**src/design/hfm_pkg.sv**
```systemverilog
// Shared types and constants for the heartbeat fail-safe monitor.
package hfm_pkg;

    // Heartbeat counter bits that are kept and compared
    localparam int HEARTBEAT_BITS = 32;
    localparam int HB_IN_W        = 32;
    localparam int HB_KEEP_W      = (HEARTBEAT_BITS < HB_IN_W) ? HEARTBEAT_BITS : HB_IN_W;

    localparam int S_TDATA_W = 40;  // 1 + 32 + 2 = 35 bits, padded to bytes
    localparam int S_TUSER_W = 2;
    localparam int M_TDATA_W = 16;  // 14 bits, padded to bytes

    localparam logic [7:0] FAULT_NONE       = 8'h00;
    localparam logic [7:0] FAULT_HB_LOSS    = 8'hA1;
    localparam logic [7:0] MISS_LIMIT_RESET = 8'd5;
    localparam logic [7:0] MISS_COUNT_MAX   = 8'hFF;

    typedef enum logic [1:0] {
        CMD_POLL  = 2'd0,
        CMD_FORCE = 2'd1,
        CMD_EWI   = 2'd2
    } cmd_t;

    typedef enum logic [1:0] {
        ST_NORMAL    = 2'd0,
        ST_SPIN_HOME = 2'd1,
        ST_DOCK      = 2'd2,
        ST_STOP      = 2'd3
    } fs_state_t;

    typedef struct packed {
        logic [1:0]         cmd;
        logic               sem_taken;
        logic [HB_IN_W-1:0] heartbeat_value;
        logic [1:0]         forced_state;
    } item_t;

    typedef struct packed {
        logic [1:0] fail_state;
        logic       pwm_kill;
        logic [7:0] fault_id;
        logic       early_wake_enable;
        logic       partner_alive;
        logic       refresh_ok;
    } result_t;

    // Handshake between the input stage and the result stage
    typedef struct packed {
        logic valid;    // input register holds an item
        logic advance;  // item moves into the result register this cycle
    } stage_ctl_t;

endpackage

```
**src/design/hfm_in_reg.sv**
```systemverilog
// Input register stage: captures one item per transfer on the slave side.
module hfm_in_reg (
    input  logic          clk,
    input  logic          rst_n,
    input  logic          s_tvalid,
    output logic          s_tready,
    input  hfm_pkg::item_t item_in,
    input  logic          advance,
    output logic          valid,
    output hfm_pkg::item_t item_out
);
    import hfm_pkg::*;

    logic  valid_reg;
    logic  valid_next;
    item_t item_reg;

    // Ready when empty or when the held item leaves this cycle
    assign s_tready   = !valid_reg || advance;
    assign valid_next = (s_tvalid && s_tready) || (valid_reg && !advance);

    always_ff @(posedge clk or negedge rst_n)
    begin
        if (!rst_n)
        begin
            valid_reg <= 1'b0;
        end
        else
        begin
            valid_reg <= valid_next;
        end
    end

    // Payload, no reset
    always_ff @(posedge clk)
    begin
        if (s_tvalid && s_tready)
        begin
            item_reg <= item_in;
        end
    end

    assign valid    = valid_reg;
    assign item_out = item_reg;

endmodule

```
**src/design/hfm_core.sv**
```systemverilog
// Fail-safe state, miss counter and per-item result logic.
module hfm_core (
    input  logic               clk,
    input  logic               rst_n,
    input  logic               cfg_wen,
    input  logic [7:0]         cfg_wdata,
    input  hfm_pkg::stage_ctl_t ctl,
    input  hfm_pkg::item_t     item,
    output hfm_pkg::result_t   result
);
    import hfm_pkg::*;

    logic [7:0]           miss_limit_reg;
    logic [7:0]           miss_count_reg, miss_count_next;
    logic [HB_KEEP_W-1:0] last_hb_reg, last_hb_next;
    logic                 dead_latched_reg, dead_latched_next;
    logic [1:0]           state_reg, state_next;
    logic                 shutdown_reg, shutdown_next;
    logic [7:0]           fault_reg, fault_next;
    logic                 ewi_reg, ewi_next;
    logic                 refresh;

    logic [7:0]           miss_inc;
    logic                 dead;
    logic [HB_KEEP_W-1:0] hb;

    assign hb       = item.heartbeat_value[HB_KEEP_W-1:0];
    assign miss_inc = (miss_count_reg == MISS_COUNT_MAX) ? miss_count_reg
                                                         : miss_count_reg + 8'd1;

    // Next state for the item in the input register
    always_comb
    begin
        miss_count_next   = miss_count_reg;
        last_hb_next      = last_hb_reg;
        dead_latched_next = dead_latched_reg;
        state_next        = state_reg;
        shutdown_next     = shutdown_reg;
        fault_next        = fault_reg;
        ewi_next          = ewi_reg;
        refresh           = 1'b0;
        dead              = 1'b0;
        case (item.cmd)
            CMD_POLL:
            begin
                if (item.sem_taken)
                begin
                    miss_count_next = 8'd0;
                end
                else
                begin
                    miss_count_next = miss_inc;
                    dead            = (miss_inc > miss_limit_reg);
                end
                // A moving heartbeat overrides a miss
                if (hb != last_hb_reg)
                begin
                    miss_count_next = 8'd0;
                    dead            = 1'b0;
                end
                last_hb_next = hb;
                if (dead && !dead_latched_reg)
                begin
                    dead_latched_next = 1'b1;
                    shutdown_next     = 1'b1;
                    fault_next        = FAULT_HB_LOSS;
                    state_next        = ST_SPIN_HOME;
                    ewi_next          = 1'b0;
                end
                else if (!dead && dead_latched_reg)
                begin
                    dead_latched_next = 1'b0;
                    shutdown_next     = 1'b0;
                    fault_next        = FAULT_NONE;
                    state_next        = ST_NORMAL;
                    ewi_next          = 1'b1;
                end
            end
            CMD_FORCE:
            begin
                state_next    = item.forced_state;
                shutdown_next = 1'b1;
                fault_next    = {6'd0, item.forced_state};
            end
            CMD_EWI:
            begin
                refresh = (state_reg == ST_NORMAL);
            end
            default:
            begin
                refresh = 1'b0;
            end
        endcase
    end

    // Configuration register
    always_ff @(posedge clk or negedge rst_n)
    begin
        if (!rst_n)
        begin
            miss_limit_reg <= MISS_LIMIT_RESET;
        end
        else if (cfg_wen)
        begin
            miss_limit_reg <= cfg_wdata;
        end
    end

    // Monitor state, updated as an item moves to the result register
    always_ff @(posedge clk or negedge rst_n)
    begin
        if (!rst_n)
        begin
            miss_count_reg   <= 8'd0;
            last_hb_reg      <= '0;
            dead_latched_reg <= 1'b0;
            state_reg        <= ST_NORMAL;
            shutdown_reg     <= 1'b0;
            fault_reg        <= FAULT_NONE;
            ewi_reg          <= 1'b1;
        end
        else if (ctl.advance)
        begin
            miss_count_reg   <= miss_count_next;
            last_hb_reg      <= last_hb_next;
            dead_latched_reg <= dead_latched_next;
            state_reg        <= state_next;
            shutdown_reg     <= shutdown_next;
            fault_reg        <= fault_next;
            ewi_reg          <= ewi_next;
        end
    end

    // Status after the update
    always_comb
    begin
        result.fail_state        = state_next;
        result.pwm_kill          = shutdown_next;
        result.fault_id          = fault_next;
        result.early_wake_enable = ewi_next;
        result.partner_alive     = (miss_count_next <= miss_limit_reg);
        result.refresh_ok        = refresh;
    end

endmodule

```
**src/design/hfm_out_reg.sv**
```systemverilog
// Result register on the master side; refills in the cycle it drains.
module hfm_out_reg (
    input  logic              clk,
    input  logic              rst_n,
    input  logic              in_valid,
    output logic              advance,
    input  hfm_pkg::result_t  result_in,
    output logic              m_tvalid,
    input  logic              m_tready,
    output hfm_pkg::result_t  result_out
);
    import hfm_pkg::*;

    logic    valid_reg;
    logic    valid_next;
    result_t result_reg;

    assign advance    = in_valid && (!valid_reg || m_tready);
    assign valid_next = advance || (valid_reg && !m_tready);

    always_ff @(posedge clk or negedge rst_n)
    begin
        if (!rst_n)
        begin
            valid_reg <= 1'b0;
        end
        else
        begin
            valid_reg <= valid_next;
        end
    end

    always_ff @(posedge clk)
    begin
        if (advance)
        begin
            result_reg <= result_in;
        end
    end

    assign m_tvalid   = valid_reg;
    assign result_out = result_reg;

endmodule

```
**src/design/heartbeat_failsafe_monitor.sv**
```systemverilog
// Top level of the heartbeat fail-safe monitor.
//
//  channel   | dir | handshake            | payload
//  ----------+-----+----------------------+---------------------------------------------
//  s_*       | in  | s_tvalid / s_tready  | tuser: cmd; tdata: sem_taken, heartbeat, forced
//  m_*       | out | m_tvalid / m_tready  | tdata: state, kill, fault, ewi, alive, refresh
//  cfg_*     | in  | cfg_wen              | cfg_wdata: miss_limit
//
// One item per cycle while m_tready holds. An item waits in the input register,
// then its state update and status are registered in the result register, which
// raises m_tvalid; a stalled sink holds items in the result and input registers.
// The result register drains and refills in the same cycle, so throughput is
// set only by m_tready. Reset clears the monitor state (miss_limit back to 5,
// early-wake enabled) and both valid flags.
module heartbeat_failsafe_monitor (
    input  logic                            clk,
    input  logic                            rst_n,
    input  logic                            s_tvalid,
    output logic                            s_tready,
    input  logic [hfm_pkg::S_TDATA_W-1:0]   s_tdata,  // [0] sem_taken, [32:1] heartbeat_value,
                                                      // [34:33] forced_state, rest zero
    input  logic [hfm_pkg::S_TUSER_W-1:0]   s_tuser,  // [1:0] cmd
    output logic                            m_tvalid,
    input  logic                            m_tready,
    output logic [hfm_pkg::M_TDATA_W-1:0]   m_tdata,  // [1:0] fail_state, [2] pwm_kill,
                                                      // [10:3] fault_id,
                                                      // [11] early_wake_enable,
                                                      // [12] partner_alive, [13] refresh_ok
    input  logic                            cfg_wen,
    input  logic [7:0]                      cfg_wdata
);
    import hfm_pkg::*;

    item_t      item_in;
    item_t      item_held;
    result_t    result_next;
    result_t    result_out;
    stage_ctl_t ctl;
    logic       in_valid;
    logic       advance;

    // Unpack the slave transfer
    assign item_in.cmd             = s_tuser;
    assign item_in.sem_taken       = s_tdata[0];
    assign item_in.heartbeat_value = s_tdata[HB_IN_W:1];
    assign item_in.forced_state    = s_tdata[HB_IN_W+2:HB_IN_W+1];

    assign ctl.valid   = in_valid;
    assign ctl.advance = advance;

    hfm_in_reg u_in_reg (
        .clk      (clk),
        .rst_n    (rst_n),
        .s_tvalid (s_tvalid),
        .s_tready (s_tready),
        .item_in  (item_in),
        .advance  (advance),
        .valid    (in_valid),
        .item_out (item_held)
    );

    hfm_core u_core (
        .clk       (clk),
        .rst_n     (rst_n),
        .cfg_wen   (cfg_wen),
        .cfg_wdata (cfg_wdata),
        .ctl       (ctl),
        .item      (item_held),
        .result    (result_next)
    );

    hfm_out_reg u_out_reg (
        .clk        (clk),
        .rst_n      (rst_n),
        .in_valid   (in_valid),
        .advance    (advance),
        .result_in  (result_next),
        .m_tvalid   (m_tvalid),
        .m_tready   (m_tready),
        .result_out (result_out)
    );

    // Pack the master transfer
    assign m_tdata = {2'b00,
                      result_out.refresh_ok,
                      result_out.partner_alive,
                      result_out.early_wake_enable,
                      result_out.fault_id,
                      result_out.pwm_kill,
                      result_out.fail_state};

    // Refresh is only granted in the normal state
    a_refresh_normal: assert property (@(posedge clk) disable iff (!rst_n)
        (m_tvalid && result_out.refresh_ok) |-> (result_out.fail_state == ST_NORMAL))
        else $error("refresh_ok with fail-safe state not normal");

    // Early-wake is dropped only together with shutdown
    a_ewi_shutdown: assert property (@(posedge clk) disable iff (!rst_n)
        (m_tvalid && !result_out.early_wake_enable) |-> result_out.pwm_kill)
        else $error("early-wake disabled without shutdown");

    // Back-pressure only when both stages are full and the sink stalls
    a_stall_cause: assert property (@(posedge clk) disable iff (!rst_n)
        !s_tready |-> (in_valid && m_tvalid && !m_tready))
        else $error("input stalled without a full pipeline");

    // An item held in the input stage moves on once the sink takes a transfer
    a_drain: assert property (@(posedge clk) disable iff (!rst_n)
        (in_valid && m_tvalid && m_tready) |-> advance)
        else $error("input item not advanced on output transfer");

endmodule
```
**config.mk**
```make
export PLATFORM = sky130hd
export DESIGN_NAME = heartbeat_failsafe_monitor
export DESIGN_NICKNAME = d
export VERILOG_FILES = /design/src/design/hfm_pkg.sv /design/src/design/hfm_in_reg.sv /design/src/design/hfm_core.sv /design/src/design/hfm_out_reg.sv /design/src/design/heartbeat_failsafe_monitor.sv
export SDC_FILE = /design/constraint.sdc
export NUM_CORES = 1
export LEC_CHECK = 0
export BUFFER_PORTS_ARGS = -buffer_cell sky130_fd_sc_hd__buf_2
export CAP_MARGIN = 10
export CORE_MARGIN = 4
export CORE_UTILIZATION = 45
export DETAILED_ROUTE_END_ITERATION = 10
export PLACE_DENSITY = 0.76
export SLEW_MARGIN = 20
export SYNTH_ARGS = -nofsm -noshare
export SYNTH_HDL_FRONTEND = slang
export SYNTH_SLANG_ARGS = --single-unit
```
**constraint.sdc**
```tcl
create_clock -name clk -period 4.6 [get_ports clk]
set_input_delay 0.92 -clock clk [delete_from_list [all_inputs] [get_ports clk]]
set_output_delay 0.92 -clock clk [all_outputs]
set_load 0.01 [all_outputs]
```
==> run summary, run 1 <==
The time the worst path needs with I/O delays and setup is 4150 ps, and the DRC violations left is 0. From synthesis to final layout, the design area changed by 20.1%. Across the run, the number of max-cap violations was 0.

The multi-input combinational cells in the finished layout cover a total of 0.00202 mm2. STA classifies the critical path endpoint as a register. The register with the most flip-flops in the layout has 37 of them.

TritonCTS built the clock tree. The logs give 37.2% for the worst slew slack as a fraction of its limit and 0 for the count of pins over their slew limit. Most common flop cell mapped by yosys: sky130_fd_sc_hd__dfrtp_1.

The top cell types in the final layout, fill and taps aside, are sky130_fd_sc_hd__buf_2, sky130_fd_sc_hd__dfrtp_1, sky130_fd_sc_hd__edfxtp_1, sky130_fd_sc_hd__mux2_2, sky130_fd_sc_hd__xnor2_1. The via count of the first global-routing pass was 3,280; the setup fix buffers added after clock tree synthesis was 0. At the end of the flow the core is filled with cells to 55.2%. The global-route wire length before repair was 15,600 um; the number of rows in the core area was 39. For this run, the number of Yosys warnings is 0. For this block, the initial DRC count from the detailed router was 116.

Die area: 0.0135 mm2. Summing the sequential cell areas from Yosys gives 59.3% of the chip area. For the initial cell density of the core, the log shows 45.9%. The maximum cell stage delay along the critical path is 510 ps, and the total overflow reported by the global router is 0. The most numerous cell type found on the critical path is sky130_fd_sc_hd__ha_1. Clock-pin slew was measured on the worst setup and hold paths at 60 ps. Setup total negative slack on the finished layout was measured at 0 ps. The async set-or-reset flop fraction in the synthesized netlist came out at 55.3%.

The final routed wire length divided by cell count was 14.3 um. The die is 116 um tall. The worst setup path is launched from a register.

The die outline width was 116 um. The first-pass iteration count of the detailed router is 4, and the level count of the clock H-tree is 4. Clock tree synthesis found a total of 114 sinks. The number of synthesized flops with an enable pin is 51, and the number of nets at the end of the flow is 558. The number of buffer cells added on primary ports is 65, and the share of layout cells above drive strength 1 is 30.8%.

The cell type group with the largest total delay on the critical path was simple AND/OR/NAND/NOR gates. The run gives 953 as the number of fillers in the final layout. The tools report the register cell area after layout as 0.00311 mm2. Walking the worst path, the cells encountered are ha_1 -> and4_1 -> and4_1 -> and2_1 -> or2_2 -> ha_1 -> nor2b_1 -> o21a_1 -> o21a_1 -> o21bai_1 -> a211oi_1 -> ha_1 -> nor3_1 -> nor3_1 -> o22ai_1. The tools report the buffer levels on the longest clock path as 2. Mean number of vias per cell: 5.19. For the total count of hold-check failures in the final report, the log shows 0. The count of nets left with antenna violations once routing finished came out at 0. In this run the power density over the cells is 469 mW/mm2. Between clock sinks in the finished design, the worst skew comes to 12.9 ps.

The static power due to leakage is 0.00261 uW, and the initial antenna violation count is 0. The final critical-path share of the clock period is 90.2%, and the total I/O pin count is 73. The overall fraction of global-route tracks in use was 14.9%; the post-synthesis cell count was 410. Final worst setup slack: 452 ps. The post-synthesis register bit count was 114. At the later pin of the worst-skew pair, clock insertion delay measures 400 ps. Data on the critical path is required at its endpoint by 4840 ps.

After synthesis the cells add up to 0.00525 mm2. Setup violations remaining at the end of the flow were counted as 0. The number of distinct standard cells referenced by the synthesized netlist is 49.

Detailed routing inserted a total of 3,318 vias. Setup repair after global routing left no endpoint under its margin. The slowest stage of the critical path belongs to the cell sky130_fd_sc_hd__nor3_1.

The post-cts repair resize count was 0. Entering global routing, the biggest net connects 46 pins. Dividing the synthesized area by the synthesized cell count gives 12.8 um2.

In this run the worst path has a maximum fanout of 8. The post-placement cell count was 608; the worst hold slack across all endpoints was 489 ps. The final layout contains routed wiring with a total length of 9120 um. The critical path contains buffers and inverters numbering 0 combined. The flow ran to the end, and the final reports show no timing, DRC or antenna violations. The number of antenna diodes in the final layout is 0. For the worst setup path, the data arrival time is 4390 ps. At the placement stage, the worst setup path has a slack of 507 ps.

At the pin with the least slew margin, the transition time is 939 ps. The critical path is of the reg2reg type. The achievable frequency is 0.241 GHz. The floorplan step defined a core boundary enclosing 0.0114 mm2. The run gives 6220 um as the placed wire-length estimate after detailed placement. In this run, post-CTS hold repair placed 0 buffers. The commonest non-fill, non-tap cell in the layout is sky130_fd_sc_hd__buf_2.

For the number of buffers added by the clock tree synthesis step, the log shows 17. The worst hold path class was reg2reg. Cell at the root of the clock tree: sky130_fd_sc_hd__clkbuf_16. The worst-case IR drop observed on VDD is 0.254 mV. Once layout is complete, the cells apart from fillers number 639. Routability-driven placement finished with a final weighted congestion of 0.854.
==> where the power goes <==
group	internal [uW]	leakage, uW	switching [uW]
Clock	801	0.000273	473
Combinational	195	0.00108	168
Sequential	1230	0.00126	90.4
==> cell families after synthesis <==
family / after synthesis / synth area share, %
flops: 114 / 59.3
other cells: 1 / 0.0715
buf+inv: 29 / 2.38
xor+xnor: 34 / 5.68
mux: 40 / 8.56
compound gates: 71 / 8.32
fa+ha+maj: 19 / 4.53
simple gates: 102 / 11.1
==> path summary, 6_finish.rpt <==
path / from / to / slack [ps] / cells after the start
max: u_core.miss_count_reg[0] / u_core.fault_reg[1] / 450 / 15
min: u_core.fault_reg[6] / u_core.fault_reg[6] / 490 / 1
max reg2reg: u_core.miss_count_reg[0] / u_core.fault_reg[1] / 450 / 15
min reg2reg: u_core.fault_reg[6] / u_core.fault_reg[6] / 490 / 1
max in group asynchronous: rst_n / u_core.last_hb_reg[10] / 3110 / 2
min in group asynchronous: rst_n / u_core.last_hb_reg[13] / 650 / 1
==> layer usage <==
metal / track usage (%) / share of wire (%) / up-vias
met3: 4.18 / 4.3 / 11
met2: 24.7 / 51 / 75
li1: - / - / 1637
met1: 18.5 / 44 / 1595
met4: 5.72 / 1.3 / 0
met5: 0 / 0 / -
==> through the flow <==
| step | total power, uW | cell area, um2 |
|---|---|---|
| global placement | 1670 | 5720 |
| floorplan | 1580 | 5250 |
| CTS | 2990 | 6300 |
| detailed placement | 1700 | 5720 |
| finish | 2950 | 6300 |
| global route | 3090 | 6300 |
==> synthesized netlist by cell type (2+ instances only) <==
library cell	instances	area, um2
sky130_fd_sc_hd__nor2_1	10	37.5
sky130_fd_sc_hd__o21ai_0	28	140
sky130_fd_sc_hd__nor3_1	2	10.0
sky130_fd_sc_hd__o22ai_1	3	18.8
sky130_fd_sc_hd__nand4_1	16	100
sky130_fd_sc_hd__and3_1	3	18.8
sky130_fd_sc_hd__clkbuf_1	11	41.3
sky130_fd_sc_hd__nand2b_1	6	37.5
sky130_fd_sc_hd__buf_4	2	15.0
sky130_fd_sc_hd__or2_2	2	12.5
sky130_fd_sc_hd__a31oi_1	4	25.0
sky130_fd_sc_hd__nor3_2	2	20.0
sky130_fd_sc_hd__o31ai_1	3	22.5
sky130_fd_sc_hd__mux2_2	39	439
sky130_fd_sc_hd__a21oi_1	12	60.1
sky130_fd_sc_hd__and4_1	2	17.5
sky130_fd_sc_hd__nor2b_1	12	75.1
sky130_fd_sc_hd__nand3b_1	2	15.0
sky130_fd_sc_hd__ha_1	19	238
sky130_fd_sc_hd__o21bai_1	2	15.0
sky130_fd_sc_hd__xnor2_1	33	289
sky130_fd_sc_hd__and2_1	5	31.3
sky130_fd_sc_hd__inv_1	13	48.8
sky130_fd_sc_hd__a21o_1	3	22.5
sky130_fd_sc_hd__nand3_1	7	35.0
sky130_fd_sc_hd__a21boi_0	3	22.5
sky130_fd_sc_hd__nand2_1	28	105
sky130_fd_sc_hd__edfxtp_1	51	1530
sky130_fd_sc_hd__o211ai_1	2	15.0
sky130_fd_sc_hd__dfrtp_1	60	1500
sky130_fd_sc_hd__o21a_1	5	37.5
sky130_fd_sc_hd__dfstp_2	3	78.8
==> area by class of cell <==
| class | instances | area share [%] |
|---|---|---|
| Clock buffer | 17 | 6.75 |
| Clock inverter | 14 | 2.48 |
| Inverter | 14 | 0.834 |
| Multi-Input combinational cell | 268 | 32.0 |
| Sequential cell | 114 | 49.4 |
| Tap cell | 143 | 2.84 |
| Timing Repair Buffer | 69 | 5.64 |
==> worst register-to-register path, stage by stage (launching register included) <==
cell and delay [ps]:
sky130_fd_sc_hd__dfrtp_1 450, sky130_fd_sc_hd__ha_1 320, sky130_fd_sc_hd__and4_1 290, sky130_fd_sc_hd__and4_1 250, sky130_fd_sc_hd__and2_1 190, sky130_fd_sc_hd__or2_2 280, sky130_fd_sc_hd__ha_1 290, sky130_fd_sc_hd__nor2b_1 130
sky130_fd_sc_hd__o21a_1 120, sky130_fd_sc_hd__o21a_1 110, sky130_fd_sc_hd__o21bai_1 70, sky130_fd_sc_hd__a211oi_1 320, sky130_fd_sc_hd__ha_1 350, sky130_fd_sc_hd__nor3_1 110, sky130_fd_sc_hd__nor3_1 510, sky130_fd_sc_hd__o22ai_1 200
No activity file was read; power rests on OpenSTA's default activity.
==> inputs of run 2 (changes only) <==
--- a/config.mk
+++ b/config.mk
@@ -5,11 +5,13 @@
 export SDC_FILE = /design/constraint.sdc
 export NUM_CORES = 1
 export LEC_CHECK = 0
+export ABC_AREA = 1
 export BUFFER_PORTS_ARGS = -buffer_cell sky130_fd_sc_hd__buf_2
 export CAP_MARGIN = 10
 export CORE_MARGIN = 4
 export CORE_UTILIZATION = 45
 export DETAILED_ROUTE_END_ITERATION = 10
+export GPL_ROUTABILITY_DRIVEN = 1
 export PLACE_DENSITY = 0.76
 export SLEW_MARGIN = 20
 export SYNTH_ARGS = -nofsm -noshare
==> run 2 against run 1 <==
Net effect: setup slack improved by 740 ps; clock power about the same; flip-flop and latch count did not move; maximum frequency up 22%; sequential share of layout area decreased by 2.5 points; largest cell class unchanged.
==> run summary, run 2 <==
In this run, synthesis inferred 51 flip-flops with an integrated enable. Buffers placed on the I/O ports in this run total 65. The setup TNS came out at 0 ps.

The die outline width was 119 um. Maximum cell stage delay along the critical path: 430 ps. The internal power contribution came out at 2150 uW.

Global routing used 20.0% of the available met1 tracks. The post-placement cell count is 881, and the mean number of vias per cell is 4.57. Post-synthesis register bit count: 114. Final critical-path share of the clock period: 74.1%.

The logs give 17,800 um for the global-route wire length before repair and 3660 ps for the arrival time at the worst endpoint. For this design the static power due to leakage is 0.00333 uW. The pre-antenna-repair detailed-routing pass consisted of 5 iterations. The netlist uses 30 different library cells. For the pin with the worst max-slew slack, the measured transition is 1050 ps. The logs give 0 for the count of pins over their slew limit and 40 for the number of rows in the core area. The post-CTS clock slew at the launch and capture registers of the worst setup and hold paths is 50 ps, and the worst slew slack as a fraction of its limit is 29.9%. The most common cell in the synthesized netlist is sky130_fd_sc_hd__nand2_1. Required time at the worst-slack endpoint: 4850 ps. In the layout the commonest cells are sky130_fd_sc_hd__nand2_1, sky130_fd_sc_hd__inv_1, sky130_fd_sc_hd__buf_2, sky130_fd_sc_hd__o21ai_0, sky130_fd_sc_hd__dfrtp_1.

The tools report the worst min-delay path startpoint as u_core.ewi_reg. The worst setup path is captured at a register. Of all nets on the critical path, the largest fanout is 6. The clock arrives with 11.0 ps of skew. For the number of buffers added by the clock tree synthesis step, the log shows 17.

Of all flip-flops after synthesis, the portion carrying an async set or reset was 55.3%. Clock tree synthesis found a total of 114 sinks. The smallest clock period supported by the final layout is computed as 3410 ps. Averaged over all synthesized cells, the footprint is 8.49 um2. The synthesis-to-layout area growth is 18.9%, and the level count of the clock H-tree is 4. For this run, the number of Yosys warnings is 0. DRC violations left: 0. By area the synthesized netlist is led by sky130_fd_sc_hd__edfxtp_1, sky130_fd_sc_hd__dfrtp_1, sky130_fd_sc_hd__nand2_1. Cell at the root of the clock tree: sky130_fd_sc_hd__clkbuf_16. The first routing iteration left 288 violations. The global routing stage identified its most utilized layer as met2.

The die covers 0.0143 mm2. The final routed wirelength across all metal layers was 10,400 um. The number of nets at the end of the flow is 806.

The classification of the worst setup path is reg2reg. After legalization and detailed placement, the total HPWL measured 7380 um. In this run the remaining antenna-violating nets after routing total 0. The count of cells in the finished layout, fillers not included, comes to 913. The analysis attributes to net switching a power of 762 uW. In this run the vertical extent of the chip is 119 um. Counting stages on the worst path, the most repeated cell is sky130_fd_sc_hd__inv_1. TritonCTS built the clock tree. The final routed wire length divided by cell count was 11.4 um; the flip-flop count of the largest register after layout was 37. Cell type group with the largest total delay on the critical path: compound AO/OA/AOI/OAI gates. For this run the aggregate overflow at the end of global routing stands at 0.

The most common flop cell mapped by yosys was sky130_fd_sc_hd__dfrtp_1. Combinational share of power: 13.5%. The post-cts hold buffer count is 0, and the achievable frequency is 0.293 GHz. Together, buffers and inverters on the worst path number 4. In the synthesized netlist, the cells that appear most often are sky130_fd_sc_hd__nand2_1, sky130_fd_sc_hd__inv_1, sky130_fd_sc_hd__dfrtp_1, sky130_fd_sc_hd__o21ai_0, sky130_fd_sc_hd__nor2_1. IR analysis of the VDD net gives a maximum drop of 0.347 mV. The signal on the critical path passes through ha_1 -> nand3_1 -> nor2_1 -> nand2_1 -> o21ai_1 -> inv_1 -> ha_1 -> inv_1 -> nor2_1 -> nor2_1 -> o21a_1 -> o21ai_0 -> nand3_1 -> ha_1 -> inv_1 -> a21oi_1 -> a21oi_1 -> inv_1 -> o21ai_0.

The tools report the origin of the worst setup path as u_core.miss_count_reg[0]. In this run the cell area measured after placement is 0.00608 mm2. The run gives 0 as the total count of hold-check failures in the final report.

The area share of the largest cell type after synthesis came out at 27.4%. The top cell type by total area after synthesis is sky130_fd_sc_hd__edfxtp_1. The commonest non-fill, non-tap cell in the layout is sky130_fd_sc_hd__nand2_1. The cell type of the slowest stage on the worst timing path is sky130_fd_sc_hd__dfrtp_1. The power density over cell area is 439 mW/mm2.

Cells fill 55.0% of the core in the end. The run gives 0 as the initial antenna violation count. Setup repair after global routing left no endpoint under its margin.

In the final layout, the multi-input gates occupy 0.00196 mm2. The logs give 0 for the setup fix buffers added after clock tree synthesis and 0 for the post-cts repair resize count. The final route contains 4,175 vias.

Part of the total power dissipated in the clock network: 42.6%. The tools report the startpoint of the lowest-slack register-to-register path as u_core.miss_count_reg[0]. The run gives 0.805 as the placer congestion estimate. The run gives 0.00311 mm2 as the register cell area after layout. The switching part of the total power works out to 26.1%.

The run gives 0 as the max-capacitance violation count. For the antenna cell count, the log shows 0. 73 I/O pins were placed. The largest net degree at the start of global routing is 38. The via count of the first global-routing pass was 3,917.

For the overall fraction of global-route tracks in use, the log shows 15.7%. After floorplanning, the core was sized to cover 0.0121 mm2. The buffer levels on the longest clock path came out at 2.

For this run, the register share of the synthesized area comes to 55.7%. The worst hold path class is reg2reg. The run finished with clean final reports. The tools report the startpoint kind of the worst setup timing path as a register. In the synthesized netlist, the number of instances is 658. Global routing consumed, on the met3 layer, 4.42% of the routing resources.

Once the floorplan was initialized, standard cells occupied 46.3% of the core. Setup violations remaining at the end of the flow were counted as 0. The mapped netlist covers 0.00558 mm2. Global routing consumed, on the met2 layer, 24.8% of the routing resources. Of the cells placed in the final design, the portion with a size suffix greater than 1 is 14.5%. The later pin in the worst-skew pair is clocked with a latency of 420 ps. Final design instance area without fill: 0.00664 mm2. The logs give 1,061 for the number of fillers in the final layout and 44.0% for the sequential share of power.
==> run 2: cell types whose count changed after synthesis, moves of 8 or more <==
cell	before	now
sky130_fd_sc_hd__nor2_1	10	58
sky130_fd_sc_hd__clkbuf_1	11	3
sky130_fd_sc_hd__buf_2	0	8
sky130_fd_sc_hd__mux2_2	39	1
sky130_fd_sc_hd__inv_1	13	114
sky130_fd_sc_hd__o21ai_0	28	60
sky130_fd_sc_hd__xnor2_1	33	2
sky130_fd_sc_hd__nor2b_1	12	0
sky130_fd_sc_hd__nand2_1	28	215
sky130_fd_sc_hd__nand3_1	7	17
==> run 2: worst min-delay path, stage by stage, from the launching register on <==
cell,delay [ps]
sky130_fd_sc_hd__dfstp_2,360
sky130_fd_sc_hd__nand2_1,50
sky130_fd_sc_hd__nand2_1,50
==> run 2: layout make-up <==
class                           instances  area share [%]
Clock buffer                           20            6.73
Tap cell                              168            3.17
Timing Repair Buffer                   68            5.24
Inverter                              118            6.67
Clock inverter                         12            1.75
Sequential cell                       114            46.9
Multi-Input combinational cell        413            29.6
==> run 2: cell families (layout without fill, tap and decap cells) <==
logic type / count (synthesis) / in the layout / synth area share, %
fa+ha+maj: 19 / 19 / 4.26
buf+inv: 132 / 218 / 9.32
xor+xnor: 9 / 9 / 1.41
other cells: 1 / 2 / 0.0672
simple gates: 306 / 306 / 22.0
mux: 1 / 1 / 0.202
flops: 114 / 114 / 55.7
compound gates: 76 / 76 / 7.06
==> run 2: layer usage <==
| layer | vias up | routed length (um) |
|---|---|---|
| met4 | 0 | 255 |
| li1 | 2202 | - |
| met2 | 83 | 4940 |
| met3 | 22 | 476 |
| met1 | 1868 | 4750 |
| met5 | - | 0 |
==> run 2: power groups by stage <==
stage	clock network, uW	registers [uW]	logic [uW]
floorplan	0	1290	281
global placement	0	1290	384
detailed placement	0	1300	396
CTS	1270	1280	399
global route	1320	1300	468
finish	1240	1280	394
==> run 2: metrics by stage <==
| stage | worst slack, ps | total power, uW | hold WS (ps) |
|---|---|---|---|
| 6_report | 1190 | 2920 | 473 |
| 3_3_place_gp | 1280 | 1680 | 458 |
| 2_1_floorplan | 1740 | 1570 | 448 |
| 4_1_cts | 1170 | 2950 | 471 |
| 5_1_grt | 790 | 3080 | 479 |
| 3_5_place_dp | 1250 | 1690 | 463 |
==> run 2: worst paths after layout <==
kind / end / slack (ps) / depth (start not counted)
worst min-delay path: u_core.ewi_reg / 470 / 2
min in group asynchronous: u_core.miss_limit_reg[7] / 630 / 1
worst max-delay path: u_out_reg.result_out[4] / 1190 / 19
worst max register to register: u_out_reg.result_out[4] / 1190 / 19
worst min register to register: u_core.ewi_reg / 470 / 2
max in group asynchronous: u_core.ewi_reg / 3040 / 2
==> inputs of run 3 (changes only) <==
--- a/config.mk
+++ b/config.mk
@@ -12,7 +12,7 @@
 export CORE_UTILIZATION = 45
 export DETAILED_ROUTE_END_ITERATION = 10
 export GPL_ROUTABILITY_DRIVEN = 1
-export PLACE_DENSITY = 0.76
+export PLACE_DENSITY = 0.78
 export SLEW_MARGIN = 20
 export SYNTH_ARGS = -nofsm -noshare
 export SYNTH_HDL_FRONTEND = slang
==> constraint.sdc (replaced) <==
create_clock -name clk -period 2.74 [get_ports clk]
set_input_delay 0.548 -clock clk [delete_from_list [all_inputs] [get_ports clk]]
set_output_delay 0.548 -clock clk [all_outputs]
set_load 0.01 [all_outputs]
==> run 3 against run 2 <==
Net effect: the flow now finishes with violations (negative setup slack); clock power up 80%; cell count increased by 4.3%; maximum frequency is 14% higher; register-to-register slack worse by 1400 ps; clock skew grew 1.3 ps; largest power group is now the clock network; sequential power grew 68%; wire length is 13% higher; hold slack got worse by 320 ps; global-route usage rose by 1.3 points.
==> run summary, run 3 (same netlist as run 2, synthesis figures left out) <==
The run finished, with violations left. The checks that failed: negative setup slack. Die outline width: 119 um. CTS placed an instance of sky130_fd_sc_hd__clkbuf_16 at the clock tree root.

The worst-case IR drop observed on VDD is 0.658 mV. The path class of the tightest hold or removal check is in2async. The arrival time at the worst endpoint came out at 3260 ps. Once layout is complete, the utilization of the core stands at 60.6%. Setup repair after global routing could not meet its margin everywhere. The total I/O pin count was 73. The worst path uses 109% of the clock period.

Commonest non-fill, non-tap cell in the layout: sky130_fd_sc_hd__nand2_1. Total core area: 0.0121 mm2. In the final routed layout, each cell accounts on average for 12.3 um. Summed over all nets, the half-perimeter wirelength after detailed placement is 7940 um. The number of rows in the core area is 40, and the post-cts hold buffer count is 0.

CTS saw 114 sinks. The final routed wirelength across all metal layers came out at 11,700 um. The post-CTS clock slew at the launch and capture registers of the worst setup and hold paths was 60 ps.

Classification of the worst setup path: reg2reg. The logs give 5 for the first-pass iteration count of the detailed router and 288 for the number of DRC violations after detailed-routing iteration 0. The tools report the startpoint kind of the worst setup timing path as a register. Post-placement worst setup slack: -256 ps.

The placer congestion estimate was 0.836; the number of buffers added by the clock tree synthesis step was 17. The run gives 912 as the post-placement cell count. The flip-flop count of the largest register after layout came out at 37.

The total overflow left after global routing is 0. The final design instance area without fill was 0.00731 mm2; the via count of the first global-routing pass was 4,334. For this run, the total global-route usage over all layers was measured as 17.0%. The number of nets at the end of the flow is 845, and the antenna cell count is 0. Fill cells in the final layout number 974. The run gives 4 as the level count of the clock H-tree. Using the TritonRoute via totals, the vias-per-cell ratio works out to 4.63. The logs give 952 for the post-route non-filler standard cell count and -254 ps for the final worst setup slack. The logs give 0.00359 uW for the static power due to leakage and -250 ps for the register-to-register path setup slack. The total count of hold-check failures in the final report is 0. STA classifies the critical path endpoint as a register.

The tool flagged a number of max-cap violations equal to 0. The share of layout cells above drive strength 1 works out to 25.6%. Counting along the longest clock path gives a buffer depth of 2. TritonCTS built the clock tree. The initial utilization of the core area, before any placement, comes to 46.3%. The initial antenna violation count came out at 0. Buffers placed on the I/O ports in this run total 65. For the worst setup path, the data required time is 3010 ps. The number of nets with antenna violations after detailed routing was 0. The area growth from synthesis to layout is 31.0%. The run gives 0.0143 mm2 as the die area. The worst register-to-register path begins at u_core.miss_count_reg[0]. The die is 119 um tall.

Highest fanout seen on the critical path: 6. The DRC violations left was 0. The first global-routing pass estimated 19,300 um of wire.

The library cells used most frequently in the layout, excluding fill and tap cells, are sky130_fd_sc_hd__nand2_1, sky130_fd_sc_hd__inv_1, sky130_fd_sc_hd__buf_2, sky130_fd_sc_hd__dfrtp_1, sky130_fd_sc_hd__edfxtp_1. Summing over every cut layer, the via total after detailed routing is 4,407. The final clock skew is 12.3 ps, and the time the worst path needs with I/O delays and setup is 2990 ps. For the total cell area at the placement stage, the log shows 0.00635 mm2. The origin of the worst setup path was u_core.miss_count_reg[0]. Derived from the worst setup path, the maximum achievable clock frequency is 0.334 GHz. The total setup violations reported at the end of the flow was 24; the count of pins over their slew limit was 0. The clock insertion delay at the later pin of the skew report is 420 ps. In this run the power density over the cells is 703 mW/mm2. Entering global routing, the biggest net connects 64 pins.
==> run 3: where the power goes <==
part	switching [uW]	total, uW	internal (uW)
Sequential	119	2150	2030
Clock	794	2230	1430
Combinational	476	760	284
==> run 3: path summary, 6_finish.rpt <==
kind                                      endpoint  cells past startpoint
setup reg to reg           u_out_reg.result_out[4]                     18
hold / removal               u_core.last_hb_reg[7]                      2
setup / recovery           u_out_reg.result_out[4]                     18
hold reg to reg                     u_core.ewi_reg                      2
min in group clk              u_in_reg.item_out[9]                      1
max in group asynchronous           u_core.ewi_reg                      2
==> run 3: cell type report <==
class                           count  area, um2  area share [%]
Inverter                          118        448            6.12
Clock buffer                       17        425            5.82
Tap cell                          168        210            2.87
Clock inverter                     15        180            2.46
Multi-Input combinational cell    413       2250            30.8
Timing Repair Buffer              107        684            9.36
Sequential cell                   114       3110            42.5
==> run 3: routing by layer <==
metal / up-vias / GRT usage [%] / wire length [um]
li1: 2287 / - / -
met1: 1998 / 20.3 / 5030
met5: - / 0 / 0
met4: 0 / 7.16 / 255
met2: 98 / 28.7 / 5950
met3: 24 / 5.03 / 516
==> run 3: worst max-delay path, cell delays in order (launching register included) <==
cell                       delay [ps]
sky130_fd_sc_hd__dfrtp_1          420
sky130_fd_sc_hd__buf_6            130
sky130_fd_sc_hd__nand3_2          130
sky130_fd_sc_hd__nor2_4           150
sky130_fd_sc_hd__buf_4            140
sky130_fd_sc_hd__xor2_4           180
sky130_fd_sc_hd__nand2_4           80
sky130_fd_sc_hd__ha_4             220
sky130_fd_sc_hd__a21oi_2          160
sky130_fd_sc_hd__nor2_2            60
sky130_fd_sc_hd__a211oi_2         200
sky130_fd_sc_hd__o21ai_2           90
sky130_fd_sc_hd__nand3_2          130
sky130_fd_sc_hd__inv_2             60
sky130_fd_sc_hd__ha_4             170
sky130_fd_sc_hd__buf_4            140
sky130_fd_sc_hd__a21oi_4          200
sky130_fd_sc_hd__inv_4             80
sky130_fd_sc_hd__o21ai_2          110
==> run 3: stage by stage <==
| step | hold WS (ps) | total power (uW) | TNS [ps] |
|---|---|---|---|
| after floorplan | 252 | 2640 | -10.1 |
| after global placement | 456 | 2840 | -2710 |
| after detailed placement | 468 | 2870 | -4520 |
| after CTS | 150 | 5150 | -2190 |
| after global routing | 165 | 5430 | -8000 |
| final | 150 | 5140 | -4380 |
==> run 3: repair_timing <==
action | 4_1_cts | 5_1_grt
pin swaps | 17 | 29
setup endpoints to repair | 24 | 26
setup buffers | 0 | 8
gates resized for setup | 33 | 41
